--- src/rtl/upd_pkg.sv ---
// Shared types, character codes and decode helpers for the URL percent decoder.
// No dependencies; used by the decoder, queue and top level.
package upd_pkg;

	localparam logic [7:0] CH_PERCENT = 8'h25;
	localparam logic [7:0] CH_PLUS    = 8'h2B;
	localparam logic [7:0] CH_MINUS   = 8'h2D;
	localparam logic [7:0] CH_SPACE   = 8'h20;
	localparam logic [7:0] CH_TAB     = 8'h09;
	localparam logic [7:0] CH_CR      = 8'h0D;

	localparam int QDEPTH = 4;
	localparam int QAW    = $clog2(QDEPTH);
	localparam int QCW    = $clog2(QDEPTH + 1);

	typedef enum logic [1:0] {
		PH_IDLE  = 2'd0,
		PH_PCT   = 2'd1,
		PH_FIRST = 2'd2
	} phase_t;

	typedef struct packed {
		logic [7:0] data;
		logic       last;
	} result_t;

	typedef struct packed {
		logic [1:0] count;
		result_t    r0;
		result_t    r1;
	} dec_out_t;

	typedef struct packed {
		phase_t phase;
	} dec_stat_t;

	typedef struct packed {
		logic [QCW-1:0] count;
		logic           room;
	} q_stat_t;

	function automatic logic [4:0] hex_val(input logic [7:0] c);
		logic [4:0] r;
		r = 5'd0;
		if (c >= 8'h30 && c <= 8'h39) begin
			r = {1'b1, 4'(c - 8'h30)};
		end else if (c >= 8'h41 && c <= 8'h46) begin
			r = {1'b1, 4'(c - 8'h37)};
		end else if (c >= 8'h61 && c <= 8'h66) begin
			r = {1'b1, 4'(c - 8'h57)};
		end
		return r;
	endfunction

	function automatic logic is_blank(input logic [7:0] c);
		return (c == CH_SPACE) || (c >= CH_TAB && c <= CH_CR);
	endfunction

	function automatic logic [7:0] plain(input logic [7:0] c);
		return (c == CH_PLUS) ? CH_SPACE : c;
	endfunction

	// strtol base 16 on two characters, low 8 bits
	function automatic logic [7:0] decode_pair(input logic [7:0] c1, input logic [7:0] c2);
		logic [4:0] h1;
		logic [4:0] h2;
		logic [7:0] r;
		h1 = hex_val(c1);
		h2 = hex_val(c2);
		r  = 8'd0;
		if (h1[4]) begin
			r = h2[4] ? {h1[3:0], h2[3:0]} : {4'd0, h1[3:0]};
		end else if (is_blank(c1) || c1 == CH_PLUS) begin
			r = h2[4] ? {4'd0, h2[3:0]} : 8'd0;
		end else if (c1 == CH_MINUS) begin
			r = h2[4] ? (8'd0 - {4'd0, h2[3:0]}) : 8'd0;
		end
		return r;
	endfunction

endpackage

--- src/rtl/upd_if.sv ---
// Stream interfaces for the raw byte input and the decoded byte output.
// Standalone; valid/ready handshake with payload.
interface upd_in_if;
	logic       valid;
	logic       ready;
	logic [7:0] in_byte;
	logic       in_last;
	modport source(output valid, in_byte, in_last, input ready);
	modport sink(input valid, in_byte, in_last, output ready);
endinterface

interface upd_out_if;
	logic       valid;
	logic       ready;
	logic [7:0] out_byte;
	logic       out_last;
	modport source(output valid, out_byte, out_last, input ready);
	modport sink(input valid, out_byte, out_last, output ready);
endinterface

--- src/rtl/url_percent_decoder_core.sv ---
// Top level of the streaming URL percent decoder.
// Depends on upd_pkg, upd_if, upd_decode and upd_queue.
//
// Usage:
//   rx carries raw message bytes (in_byte, in_last marks the final byte);
//   tx carries decoded bytes (out_byte, out_last). Both use valid/ready,
//   a request moves on a clock edge with both high.
//   '+' becomes a space, "%XY" becomes one byte, a '%' cut short by the end
//   of the message is passed on literally.
//   A result is written into the result queue on the edge that takes the
//   request completing it. Throughput: one request per cycle while rx.ready
//   is high; a request that ends a message right after '%' gives two results,
//   drained one per cycle while tx.ready is high. The rate is set by the
//   four-entry result queue: rx.ready is high while it has room for two results.
//   Reset clears the escape state and empties the queue.
//   When tx stalls the queue fills and rx.ready drops; nothing is lost.
module url_percent_decoder_core import upd_pkg::*; (
	input  logic      clk,
	input  logic      arst_n,
	upd_in_if.sink    rx,
	upd_out_if.source tx
);

	logic      accept;
	dec_out_t  res;
	dec_stat_t dstat;
	q_stat_t   qstat;

	assign rx.ready = qstat.room;
	assign accept   = rx.valid && rx.ready;

	upd_decode u_decode (
		.clk     (clk),
		.arst_n  (arst_n),
		.accept  (accept),
		.in_byte (rx.in_byte),
		.in_last (rx.in_last),
		.res     (res),
		.stat    (dstat)
	);

	upd_queue u_queue (
		.clk    (clk),
		.arst_n (arst_n),
		.res    (res),
		.stat   (qstat),
		.tx     (tx)
	);

	a_count_bound: assert property (@(posedge clk) disable iff (!arst_n)
		qstat.count <= QCW'(QDEPTH))
		else $error("result queue overflow");

	a_valid_count: assert property (@(posedge clk) disable iff (!arst_n)
		tx.valid == (qstat.count != '0))
		else $error("tx valid out of step with queue fill");

	a_last_clears: assert property (@(posedge clk) disable iff (!arst_n)
		accept && rx.in_last |=> dstat.phase == PH_IDLE)
		else $error("escape pending across message end");

	a_no_push_full: assert property (@(posedge clk) disable iff (!arst_n)
		res.count != 2'd0 |-> qstat.count <= QCW'(QDEPTH - 2))
		else $error("results pushed without room");

endmodule

--- src/rtl/upd_decode.sv ---
// Escape tracking state and per-byte decode, producing zero to two results.
// Depends on upd_pkg.
module upd_decode import upd_pkg::*; (
	input  logic       clk,
	input  logic       arst_n,
	input  logic       accept,
	input  logic [7:0] in_byte,
	input  logic       in_last,
	output dec_out_t   res,
	output dec_stat_t  stat
);

	phase_t     phase_q, phase_d;
	logic [7:0] first_q, first_d;

	always_ff @(posedge clk or negedge arst_n) begin
		if (!arst_n) begin
			phase_q <= PH_IDLE;
			first_q <= 8'd0;
		end else begin
			phase_q <= phase_d;
			first_q <= first_d;
		end
	end

	always_comb begin
		phase_d   = phase_q;
		first_d   = first_q;
		res.count = 2'd0;
		res.r0    = '0;
		res.r1    = '0;
		if (accept) begin
			case (phase_q)
				PH_PCT: begin
					if (in_last) begin
						phase_d   = PH_IDLE;
						res.count = 2'd2;
						res.r0    = '{data: CH_PERCENT, last: 1'b0};
						res.r1    = '{data: plain(in_byte), last: 1'b1};
					end else begin
						first_d = in_byte;
						phase_d = PH_FIRST;
					end
				end
				PH_FIRST: begin
					phase_d   = PH_IDLE;
					res.count = 2'd1;
					res.r0    = '{data: decode_pair(first_q, in_byte), last: in_last};
				end
				default: begin
					phase_d = PH_IDLE;
					if (in_byte == CH_PERCENT && !in_last) begin
						phase_d = PH_PCT;
					end else begin
						res.count = 2'd1;
						res.r0    = '{data: plain(in_byte), last: in_last};
					end
				end
			endcase
		end
	end

	assign stat.phase = phase_q;

endmodule

--- src/rtl/upd_queue.sv ---
// Result queue: takes up to two decoded bytes a cycle, drives the output stream.
// Depends on upd_pkg and upd_out_if.
module upd_queue import upd_pkg::*; (
	input  logic      clk,
	input  logic      arst_n,
	input  dec_out_t  res,
	output q_stat_t   stat,
	upd_out_if.source tx
);

	result_t        mem_q [QDEPTH];
	logic [QAW-1:0] wr_q, rd_q;
	logic [QCW-1:0] count_q;
	logic           pop;
	logic [QAW-1:0] wr_next;

	assign pop     = tx.valid && tx.ready;
	assign wr_next = wr_q + QAW'(1);

	always_ff @(posedge clk) begin
		if (res.count != 2'd0) begin
			mem_q[wr_q] <= res.r0;
		end
		if (res.count == 2'd2) begin
			mem_q[wr_next] <= res.r1;
		end
	end

	always_ff @(posedge clk or negedge arst_n) begin
		if (!arst_n) begin
			wr_q    <= '0;
			rd_q    <= '0;
			count_q <= '0;
		end else begin
			wr_q    <= wr_q + QAW'(res.count);
			rd_q    <= rd_q + QAW'(pop);
			count_q <= count_q + QCW'(res.count) - QCW'(pop);
		end
	end

	assign tx.valid    = (count_q != '0);
	assign tx.out_byte = mem_q[rd_q].data;
	assign tx.out_last = mem_q[rd_q].last;

	// room for two results regardless of this cycle's pop
	assign stat.count = count_q;
	assign stat.room  = (count_q <= QCW'(QDEPTH - 2));

endmodule

--- src/flat_wrapper.sv ---
// flat-port wrapper written by rule: the top's interface ports become plain ports
module url_percent_decoder_core_flat import upd_pkg::*;
  (clk, arst_n, rx_valid, rx_in_byte, rx_in_last, rx_ready, tx_valid, tx_out_byte, tx_out_last, tx_ready);
  upd_in_if rx_i ();
  upd_out_if tx_i ();
  input  logic clk;
  input  logic arst_n;
  input wire logic [$bits(rx_i.valid)-1:0] rx_valid;
  input wire logic [$bits(rx_i.in_byte)-1:0] rx_in_byte;
  input wire logic [$bits(rx_i.in_last)-1:0] rx_in_last;
  output wire logic [$bits(rx_i.ready)-1:0] rx_ready;
  output wire logic [$bits(tx_i.valid)-1:0] tx_valid;
  output wire logic [$bits(tx_i.out_byte)-1:0] tx_out_byte;
  output wire logic [$bits(tx_i.out_last)-1:0] tx_out_last;
  input wire logic [$bits(tx_i.ready)-1:0] tx_ready;
  assign rx_i.valid = rx_valid;
  assign rx_i.in_byte = rx_in_byte;
  assign rx_i.in_last = rx_in_last;
  assign rx_ready = rx_i.ready;
  assign tx_valid = tx_i.valid;
  assign tx_out_byte = tx_i.out_byte;
  assign tx_out_last = tx_i.out_last;
  assign tx_i.ready = tx_ready;
  url_percent_decoder_core u_core (.clk(clk), .arst_n(arst_n), .rx(rx_i), .tx(tx_i));
endmodule
--- config.mk ---
export PLATFORM = sky130hd
export DESIGN_NAME = url_percent_decoder_core_flat
export DESIGN_NICKNAME = d
export VERILOG_FILES = /design/src/rtl/upd_pkg.sv /design/src/rtl/upd_if.sv /design/src/rtl/url_percent_decoder_core.sv /design/src/rtl/upd_decode.sv /design/src/rtl/upd_queue.sv /design/src/flat_wrapper.sv
export SDC_FILE = /design/constraint.sdc
export NUM_CORES = 1
export LEC_CHECK = 0
export BUFFER_PORTS_ARGS = -buffer_cell sky130_fd_sc_hd__buf_2
export CORE_MARGIN = 1
export CORE_UTILIZATION = 55
export DETAILED_ROUTE_END_ITERATION = 10
export PLACE_DENSITY = 0.76
export SYNTH_ARGS = -nofsm -noshare
export SYNTH_HDL_FRONTEND = slang
export SYNTH_SLANG_ARGS = --single-unit
export TNS_END_PERCENT = 5
--- constraint.sdc ---
create_clock -name clk -period 3.9 [get_ports clk]
set_clock_uncertainty 0.05 [all_clocks]
set_input_delay 0.78 -clock clk [delete_from_list [all_inputs] [get_ports clk]]
set_output_delay 0.78 -clock clk [all_outputs]
set_load 0.05 [all_outputs]
Word level (Yosys, flattened, before mapping)
Memory sizes are Yosys's and may differ from the RTL's.
Cells that the tools add are included.
W data, S select, Z words.
{"block": "word_totals", "ff_bits": 17, "ram_bits": 36, "in_bits": 13, "out_inout_bits": 11, "word_cells": 87, "memories": 1}
{"memory": "u_core.u_queue.mem_q", "words": 4, "word_bits": 9, "rd": 1, "rd_ports_with_merged_regs": 0, "write_ports": 2, "line_no": "upd_queue.sv:11", "rtl": "result_t mem_q [QDEPTH];"}
{"block": "classes", "addsub": 12, "magnitude_cmp": 15, "n_eq_ne": 8, "n_mux": 29, "bitwise": 1, "n_reduce_logical": 16}
{"operator": "$mux W5", "n": 10}
{"operator": "$mux W8", "n": 6}
{"operator": "$eq A8 B6 Y1 const B", "n": 5}
{"operator": "$mux W20", "n": 2}
{"operator": "$ge A8 B7 Y1 const B", "n": 4}
{"operator": "$le A8 B7 Y1 const B", "n": 4}
{"operator": "$pmux W11 S2", "n": 1}
{"operator": "$ge A8 B6 Y1 const B", "n": 2}
{"operator": "$le A8 B6 Y1 const B", "n": 2}
{"operator": "$sub A4 B3 Y4 const B", "n": 4}
{"operator": "$logic_and A1 B1 Y1", "n": 10}
{"operator": "$mux W10", "n": 1}
{"operator": "$mux W9", "n": 1}
{"operator": "$ge A8 B4 Y1 const B", "n": 1}
{"operator": "$le A8 B4 Y1 const B", "n": 1}
{"operator": "$sub A4 B1 Y4 const B", "n": 2}
{"operator": "$mux W1", "n": 5}
{"operator": "$sub A1 B4 Y5 const A", "n": 1}
{"operator": "$eq A2 B2 Y1 const B", "n": 2}
{"operator": "$mux W4", "n": 1}
{"operator": "$pmux W2 S2", "n": 1}
{"operator": "$add A3 B2 Y3", "n": 1}
{"operator": "$le A3 B2 Y1 const B", "n": 1}
{"operator": "$reduce_and A3 Y1", "n": 1}
{"operator": "other kinds (11)", "n": 12}

Depth between registers and ports, before layout
Gate-level depths: netlist of the first run.
{"block": "logic_depth", "ltp_word": 17, "mapped_depth": 15, "depth_no_buf": 13}

Hierarchy
A second synthesis of the first run with hierarchy kept.
{"block": "hier_totals", "hier_cells": 309, "hier_area_um2": 3636.0}
{"mod": "upd_queue", "n_inst": 1, "cells_per_inst": 128, "area_each_um2": 2215.9}
{"mod": "upd_decode", "n_inst": 1, "cells_per_inst": 180, "area_each_um2": 1413.9}
{"mod": "url_percent_decoder_core", "n_inst": 1, "cells_per_inst": 1, "area_each_um2": 6.3}

Worst setup path before layout of the first run
Ideal clock, no wire load.
{"block": "synth_timing", "kind": "input to register", "start": "input rx_in_byte[0]", "end": "memory u_core.u_queue.mem_q[0][5] in the netlist's numbering (data pin)", "setup_ps": 254, "arrival_time_ps": 3051, "required_ps": 3596, "slack_ps": 545, "cell_stages": 15, "n_path_buf": 2, "cell_sequence": "clkbuf_1 > inv_1 > ha_1 > nor3b_1 > o22ai_1 > and2_1 > buf_4 > nand2_1 > ha_1 > inv_1 > a211oi_1 > o211ai_1 > a31oi_2 > nor3_1 > a21o_1"}
{"item": "start: declaration", "line_no": "flat_wrapper.sv:9", "rtl": "input wire logic [$bits(rx_i.in_byte)-1:0] rx_in_byte;"}
{"item": "end: declaration", "line_no": "upd_queue.sv:11"}

Worst setup path after layout of the first run
{"block": "layout_timing", "start": "input rx_in_byte[1]", "end": "register u_core.u_queue.count_q[2]"}
{"block": "layout_via", "elab_chain_len": 7}
{"item": "$eq A8 B6 Y1", "line_no": "upd_decode.sv:52", "rtl": "if (in_byte == CH_PERCENT && !in_last) begin"}
{"item": "$logic_and A1 B1 Y1", "line_no": "upd_decode.sv:52"}
{"item": "$mux W10", "line_no": "upd_decode.sv:52"}
{"item": "$pmux W11 S2", "line_no": "upd_decode.sv:33", "rtl": "case (phase_q)"}
{"item": "$mux W20", "line_no": "upd_decode.sv:32", "rtl": "if (accept) begin"}
{"item": "$add A3 B2 Y3", "line_no": "upd_queue.sv:37", "rtl": "count_q <= count_q + QCW'(res.count) - QCW'(pop);"}
{"item": "$sub A3 B1 Y3", "line_no": "upd_queue.sv:37"}
{"item": "end signal: assignment", "line_no": "upd_queue.sv:37"}
{"item": "end: declaration", "line_no": "upd_queue.sv:13", "rtl": "logic [QCW-1:0] count_q;"}
No other way between the ends.
A chain may end at the register's enable or synchronous reset.

==> reports/summary.txt, run 1 <==
Status: completed
Syn_area_per_cell: 10.4 sq um
Most instantiated cells after synthesis: nand2_1 (41), edfxtp_1 (36), a21oi_1 (25)
Top Ports: 24
Tcrit/Tclk final: 87.3%
Min Hold Slack: 0.332 ns
Minimum clock period: 3.41 ns
Buffers on Ports: 23
Filler cells: 510
Vias after detailed routing: 2,722
Initial DRC Count: 178
Top post-synthesis cells by area: edfxtp_1 (31%), dfrtp_1 (12%), mux4_2 (5.8%)
Routed WL: 7.66 mm
PwrDens: 668 mW/mm^2
Die ar.: 0.00672 sq mm
Clock slew at reported path FFs: 0.09 ns
WP data arrival: 3.59 ns
Final setup fails: 0
Share of layout cells above drive strength 1: 19.2%
Sequential area share after synthesis: 42.8%
CTS tree: done
Sink Count: 53
CP delay by family, top: adder cells
Maxcap violations: 0
Largest net degree at the start of global routing: 18
Core ar.: 0.00606 sq mm
Wire length of the first global-routing pass: 12.6 mm
Post-layout util: 62.7%
CP startpoint kind: primary input
Syn. warnings: 0
Cell Rows: 28
Leak pwr: 1.62 nW
Synthesis-stage register bit count: 53
CP required: 4.09 ns
Total GRT Usage: 25.3%
Detailed Place HPWL: 5.99 mm
Yosys cell types: 66
Total negative slack: 0 ns
Final cell count without fillers: 435
Die Ht: 82.0 um
Biggest area consumer among synthesized cells: edfxtp_1
Count leader, synth: nand2_1
Syn_nets: 366
Vias per cell: 6.26
Sum of buffers and inverters on the critical path: 4
Post-synth EDFFs: 36
CP max stage cell: nor4b_1
Final Wtd Congestion: 1.01
Nets: 388
Ys flop type: edfxtp_1
Hold violation count in the final report: 0
Tot Pwr: 2.54 mW
Initial Util: 58.1%
Pins Over Slew Limit: 0
Clock Tree Root: clkbuf_8
Worst-Skew Late Latency: 0.31 ns
Bufs on Longest Clock Path: 2
Critical path endpoint category: register
Antenna violations before repair: 0
Rel. slew slack: 57.2%
Mapped cell area: 0.00352 sq mm
Max Freq: 0.294 GHz
Post-CTS resize count: 0
Post-synthesis cell count: 337
Slowest cell delay on critical path: 0.59 ns
Placed Cells: 427
DRC viols: 0
Area Growth Syn to Fin: 7.97%
Antenna viol nets, final: 0
Crit path max fanout: 8
RSZ-0062 raised after global routing: false
DIE WIDTH: 82.0 um
Gr ovfl total: 0
CTS buffer count: 5
H-tree levels: 2
Max VDD drop: 0.441 mV
Post-synth ARST share: 32.1%
WL/cell: 17.6 um
Setup bufs post-CTS: 0
Worst Hold Class: primary input to async pin
DRT Pass-1 Iters: 4
Crit path kind: primary input to register
Vias in the first global route: 2,504
Share of the synthesized area in the top cell type: 30.7%
Slew at the pin closest to its max-slew limit: 0.640 ns
Hold_buf cts: 0
Critical path, cell by cell: buf_2 > inv_1 > ha_1 > nand4b_1 > nor4b_1 > nor2_1 > o21ai_0 > ha_1 > inv_1 > ha_1 > inv_1 > fa_1 > xor2_1 > xnor2_1
Total inserted antenna cells: 0
-- power by group --
part	switching (mW)	leakage, nW	internal [mW]
logic	0.798	1.04	0.486
registers	0.177	0.541	0.767
clock network	0.183	0.0445	0.128
total	1.16	1.62	1.38
-- worst reg2reg max path, cell delays in order (launching register included) --
cell      delay, ns
dfrtp_1        0.37
inv_1          0.06
ha_1           0.47
nand4b_1       0.21
nor4b_1        0.59
nor2_1         0.17
o21ai_0        0.15
ha_1           0.28
inv_1          0.06
ha_1           0.13
inv_1          0.04
fa_1           0.36
xor2_1         0.20
xnor2_1        0.14
-- metrics by stage --
stage	area (sq um)	setup slack (ns)
global route	3800	0.276
global placement	3710	0.271
CTS	3800	0.541
detailed placement	3710	0.227
finish	3800	0.494
floorplan	3520	0.545
-- kinds of logic (layout without fill, tap and decap cells) --
family | after synthesis | count (layout) | synth area share, %
AOI/OAI and AO/OA | 91 | 91 | 18.1
xor gates and xnor gates | 8 | 8 | 1.99
adders and majority gates | 16 | 16 | 5.90
buffers and inverters | 35 | 58 | 4.37
DFF | 53 | 53 | 42.8
muxes | 18 | 18 | 8.53
and+or+nand+nor | 116 | 116 | 18.3
-- placed cells by master, fill, tap and decap left out, types with 6 or more instances in the layout --
cell / count
mux4_2: 9
buf_4: 9
nand2_1: 41
a21o_1: 15
o211ai_1: 7
and3_1: 6
dfrtp_1: 17
buf_2: 23
nor2_1: 14
a21oi_1: 25
nand3_1: 7
nor3_1: 10
ha_1: 15
inv_1: 18
edfxtp_1: 36
mux2_2: 6
o21ai_0: 9
-- worst paths after layout --
kind / start / end / slack (ns) / cells past startpoint
setup reg to reg: u_core.u_decode.stat[0] / u_core.u_queue.count_q[2] / 0.57 / 13
max in group asynchronous: arst_n / u_core.u_decode.first_q[7] / 3.19 / 1
min in group clk: u_core.u_queue.count_q[2] / u_core.u_queue.count_q[2] / 0.45 / 1
hold reg to reg: u_core.u_queue.count_q[2] / u_core.u_queue.count_q[2] / 0.45 / 1
hold / removal: arst_n / u_core.u_queue.rd_q[1] / 0.33 / 1
setup / recovery: rx_in_byte[1] / u_core.u_queue.count_q[2] / 0.49 / 14
-- flip-flops by register name (all words and copies together) (netlist names) --
name / cells
u_core.u_queue.rd_q: 2
u_core.u_queue.count_q: 3
u_core.u_decode.first_q: 8
u_core.u_queue.mem_q: 36
u_core.u_queue.wr_q: 2
u_core.u_decode.stat: 2
-- per-layer routing --
metal	global-route usage (%)	vias up	routed length [um]
li1	-	1314	-
met1	36.4	1302	3690
met2	38.4	91	3390
met3	3.89	15	414
met4	9.12	0	167
met5	0	-	0
-- layout make-up --
| cell class | instances | area [sq um] | area share [%] |
|---|---|---|---|
| Multi-Input combinational cell | 249 | 1860 | 48.9 |
| Inverter | 18 | 67.6 | 1.78 |
| Timing Repair Buffer | 32 | 183 | 4.81 |
| Sequential cell | 53 | 1510 | 39.7 |
| Tap cell | 75 | 93.8 | 2.47 |
| Clock buffer | 5 | 68.8 | 1.81 |
| Clock inverter | 3 | 21.3 | 0.560 |
Power figures use the tool's default switching activity.
==> run 2, diff against run 1 <==
Settings changed: HOLD_SLACK_MARGIN set to 0.03, PLACE_DENSITY 0.76 to 0.82.
==> run 2 against run 1 <==
Net effect:
- utilization rose by 0.43 points
- power rose by 2.5%
- combinational power barely moved
- non-clock buffer count did not move
- critical path type unchanged
- critical endpoint unchanged
- largest cell class unchanged
- largest power group unchanged
- highest routed layer unchanged
==> reports/summary.txt, run 2 (synthesized netlist as in run 1, its figures left out) <==
Initial DRC Count: 296
Clock Tree Root: clkbuf_8
PwrDens: 680 mW/mm^2
Setup ws final: 0.520 ns
WL/cell: 18.2 um
CP required: 4.05 ns
Initial Util: 58.1%
Worst-Skew Late Latency: 0.30 ns
Max FFs per register: 36
Bufs on Longest Clock Path: 2
Critical path, cell by cell: buf_2 > inv_1 > ha_1 > nand4b_1 > nor4b_1 > nor2_1 > o21ai_0 > ha_1 > inv_1 > ha_1 > inv_1 > fa_1 > xor2_1 > xnor2_1
CP max stage cell: nor4b_1
CTS tree: done
Status: completed
Switch Pwr: 1.16 mW
DRC viols: 0
CP delay by family, top: adder cells
Vias in the first global route: 2,540
Slew at the pin closest to its max-slew limit: 0.873 ns
Largest net degree at the start of global routing: 18
Slowest cell delay on critical path: 0.54 ns
Net switching fraction of the power: 44.5%
Total GRT Usage: 26.2%
Routed WL: 7.93 mm
Buffers on Ports: 23
Crit path kind: primary input to register
Post-CTS resize count: 0
Final setup fails: 0
RSZ-0062 raised after global routing: false
Core ar.: 0.00606 sq mm
Sum of buffers and inverters on the critical path: 4
WP data arrival: 3.53 ns
Maxcap violations: 0
Crit path max fanout: 8
Sink Count: 53
Antenna viol nets, final: 0
Commonest non-fill, non-tap cell in the layout: nand2_1
Vias per cell: 6.42
Gr ovfl total: 0
Pre-CTS WS: 0.232 ns
Clock slew at reported path FFs: 0.09 ns
Max VDD drop: 0.446 mV
Filler cells: 462
Die Ht: 82.0 um
DRT Pass-1 Iters: 5
Cell Rows: 28
Part of the power in combinational logic: 49.2%
H-tree levels: 2
Worst Hold Class: primary input to async pin
Minimum clock period: 3.38 ns
DIE WIDTH: 82.0 um
Setup bufs post-CTS: 0
CP startpoint kind: primary input
Antenna violations before repair: 0
Share of layout cells above drive strength 1: 19.2%
Pins Over Slew Limit: 0
Critical path endpoint category: register
Reg power frac: 36.5%
CTS buffer count: 5
Most frequent cells in the layout: nand2_1 (41), edfxtp_1 (36), a21oi_1 (25)
Largest regs: u_core.u_queue.mem_q (36), u_core.u_decode.first_q (8), u_core.u_queue.count_q (3)
Tcrit/Tclk final: 86.7%
Final Wtd Congestion: 0.995
Vias after detailed routing: 2,793
Total inserted antenna cells: 0
Nets: 388
Total negative slack: 0 ns
Hold violation count in the final report: 0
Top Ports: 24
Detailed Place HPWL: 5.96 mm
Clk pwr share: 14.3%
Leak pwr: 1.64 nW
Max Freq: 0.296 GHz
Area Growth Syn to Fin: 8.71%
Hold_buf cts: 0
Largest Register: u_core.u_queue.mem_q
Internal: 1.44 mW
Die ar.: 0.00672 sq mm
Rel. slew slack: 41.4%
Wire length of the first global-routing pass: 13.0 mm
==> run 2: cell types whose count changed in the layout (fill, tap and decap cells not counted), sizes merged <==
| cell | previous run | this run |
|---|---|---|
| clkinvlp | 1 | 0 |
| inv | 19 | 18 |
| clkbuf | 5 | 6 |
| bufinv | 0 | 1 |
==> run 2: routing by layer <==
layer	GRT usage, %	part of all wire, %
met2	39.7	46
met3	3.78	7.8
met4	10.5	1.9
met1	37.6	44
met5	0	0
==> run 2: path summary, 6_finish.rpt <==
kind | from | end | slack [ns] | depth (start not counted)
hold reg to reg | u_core.u_queue.count_q[2] | u_core.u_queue.count_q[2] | 0.45 | 1
min in group clk | u_core.u_queue.count_q[2] | u_core.u_queue.count_q[2] | 0.45 | 1
setup reg to reg | u_core.u_decode.stat[0] | u_core.u_queue.count_q[2] | 0.63 | 13
setup / recovery | rx_in_byte[1] | u_core.u_queue.count_q[2] | 0.52 | 14
hold / removal | arst_n | u_core.u_decode.first_q[6] | 0.34 | 1
max in group asynchronous | arst_n | u_core.u_queue.rd_q[1] | 3.18 | 1
==> run 2: cell type report <==
class	instances	area (sq um)	area share, %
inverter	18	67.6	1.77
multi-input combinational	249	1860	48.7
clock buffer	6	72.6	1.90
timing repair buffer	32	183	4.78
sequential	53	1510	39.4
clock inverter	2	38.8	1.01
tap	75	93.8	2.45
==> run 2: power groups by stage <==
stage	Sequential, mW	Combinational (mW)	Clock, mW
after global placement	0.953	1.26	0
after global routing	0.976	1.40	0.399
after floorplan	0.840	1.12	0
after detailed placement	0.964	1.27	0
final	0.951	1.28	0.372
after CTS	0.952	1.27	0.380
==> run 2: stage by stage <==
stage	utilization [%]	hold slack (ns)	cells	total power, mW	instance area [sq um]
after CTS	63.1	0.340	435	2.61	3820
final	63.1	0.336	435	2.60	3820
after detailed placement	61.3	0.439	427	2.23	3710
after global placement	61.3	0.435	427	2.21	3710
after global routing	63.1	0.353	435	2.77	3820
after floorplan	-	0.412	337	1.96	3520
==> run 3, diff against run 2 <==
Settings changed: CTS_CLUSTER_SIZE set to 20, REMOVE_ABC_BUFFERS set to 1.
==> run 3 against run 2 <==
Net effect:
- critical path depth is the same
- clock power barely moved
- utilization about the same
- largest cell class unchanged
==> reports/summary.txt, run 3 (synthesized netlist as in run 1, its figures left out) <==
Status: completed
Die ar.: 0.00672 sq mm
Vias in the first global route: 2,669
Antenna violations before repair: 0
Largest net degree at the start of global routing: 18
Final setup fails: 0
Maxcap violations: 0
R2R depth: 13
RSZ-0062 raised after global routing: false
Largest regs: u_core.u_queue.mem_q (36), u_core.u_decode.first_q (8), u_core.u_queue.count_q (3)
Sink Count: 53
CP startpoint kind: primary input
Max FFs per register: 36
Pins Over Slew Limit: 0
Top Ports: 24
Rel. slew slack: 57.3%
Clock slew at reported path FFs: 0.09 ns
Placed Cells: 428
WL/cell: 18.5 um
Total GRT Usage: 26.1%
FF-to-FF setup slack: 0.51 ns
PwrDens: 682 mW/mm^2
WP data arrival: 3.62 ns
Minimum clock period: 3.47 ns
Hold_buf cts: 0
Leak pwr: 1.64 nW
Vias after detailed routing: 2,851
Bufs on Longest Clock Path: 2
Crit path kind: primary input to register
Largest Register: u_core.u_queue.mem_q
Vias per cell: 6.54
Post-CTS resize count: 0
Total inserted antenna cells: 0
Routed WL: 8.05 mm
Max Freq: 0.288 GHz
Reg power frac: 36.6%
Critical path endpoint category: register
Share of layout cells above drive strength 1: 19.1%
Initial DRC Count: 249
Clock Tree Root: clkbuf_8
Worst Hold Class: primary input to async pin
Switch Pwr: 1.16 mW
DRC viols: 0
DRT Pass-1 Iters: 5
Tot Pwr: 2.61 mW
Final cell count without fillers: 436
Post-layout util: 63.2%
CP required: 4.05 ns
Setup bufs post-CTS: 0
Placed Area: 0.00372 sq mm
Area Growth Syn to Fin: 8.78%
CTS buffer count: 5
Tcrit/Tclk final: 89.0%
Die Ht: 82.0 um
DIE WIDTH: 82.0 um
Net switching fraction of the power: 44.5%
Gr ovfl total: 0
Initial Util: 58.1%
Clk pwr share: 14.3%
Commonest non-fill, non-tap cell in the layout: nand2_1
Hold violation count in the final report: 0
Core ar.: 0.00606 sq mm
Setup ws final: 0.429 ns
Worst-Skew Late Latency: 0.31 ns
Max VDD drop: 0.440 mV
Design area: 0.00383 sq mm
Pre-CTS WS: 0.189 ns
Most frequent cells in the layout: nand2_1 (41), edfxtp_1 (36), a21oi_1 (25)
Final Wtd Congestion: 0.995
Total negative slack: 0 ns
CTS tree: done
H-tree levels: 2
Cell Rows: 28
Detailed Place HPWL: 6.10 mm
Nets: 389
Antenna viol nets, final: 0
Part of the power in combinational logic: 49.1%
Slew at the pin closest to its max-slew limit: 0.640 ns
Buffers on Ports: 23
Filler cells: 482
Crit path max fanout: 8
Wire length of the first global-routing pass: 13.2 mm
Min Hold Slack: 0.325 ns
Internal: 1.45 mW
## run 3: worst paths after layout
path,start,end
setup / recovery,rx_in_byte[1],u_core.u_queue.count_q[2]
hold / removal,arst_n,u_core.u_queue.count_q[2]
min in group clk,u_core.u_queue.count_q[2],u_core.u_queue.count_q[2]
setup reg to reg,u_core.u_decode.stat[0],u_core.u_queue.count_q[2]
hold reg to reg,u_core.u_queue.count_q[2],u_core.u_queue.count_q[2]
max in group asynchronous,arst_n,u_core.u_decode.first_q[3]
## run 3: final cells by class
type / instances / area, sq um / area share (%)
Multi-Input combinational cell: 249 / 1860 / 48.5
Sequential cell: 53 / 1510 / 39.4
Timing Repair Buffer: 33 / 190 / 4.97
Tap cell: 75 / 93.8 / 2.45
Clock buffer: 6 / 72.6 / 1.90
Inverter: 18 / 67.6 / 1.77
Clock inverter: 2 / 38.8 / 1.01
## run 3: per-layer routing
metal / wire [um] / vias to the layer above / track usage, %
met3: 625 / 24 / 5.44
met1: 3430 / 1353 / 34.4
met4: 190 / 0 / 7.89
met2: 3790 / 159 / 42.8
li1: - / 1315 / -
met5: 0 / - / 0
## run 3: power by group through the flow
stage	Clock, mW	Combinational [mW]	Sequential [mW]
5_1_grt	0.400	1.40	0.978
3_5_place_dp	0	1.27	0.967
4_1_cts	0.378	1.28	0.954
2_1_floorplan	0	1.01	0.910
3_3_place_gp	0	1.25	0.953
6_report	0.373	1.28	0.954
## run 3: critical path, stage by stage
cell      delay [ns]
buf_2           0.16
inv_1           0.15
ha_1            0.24
nand4b_1        0.18
nor4b_1         0.60
nor2_1          0.19
o21ai_0         0.17
ha_1            0.28
inv_1           0.05
ha_1            0.13
inv_1           0.05
fa_1            0.37
xor2_1          0.16
xnor2_1         0.13
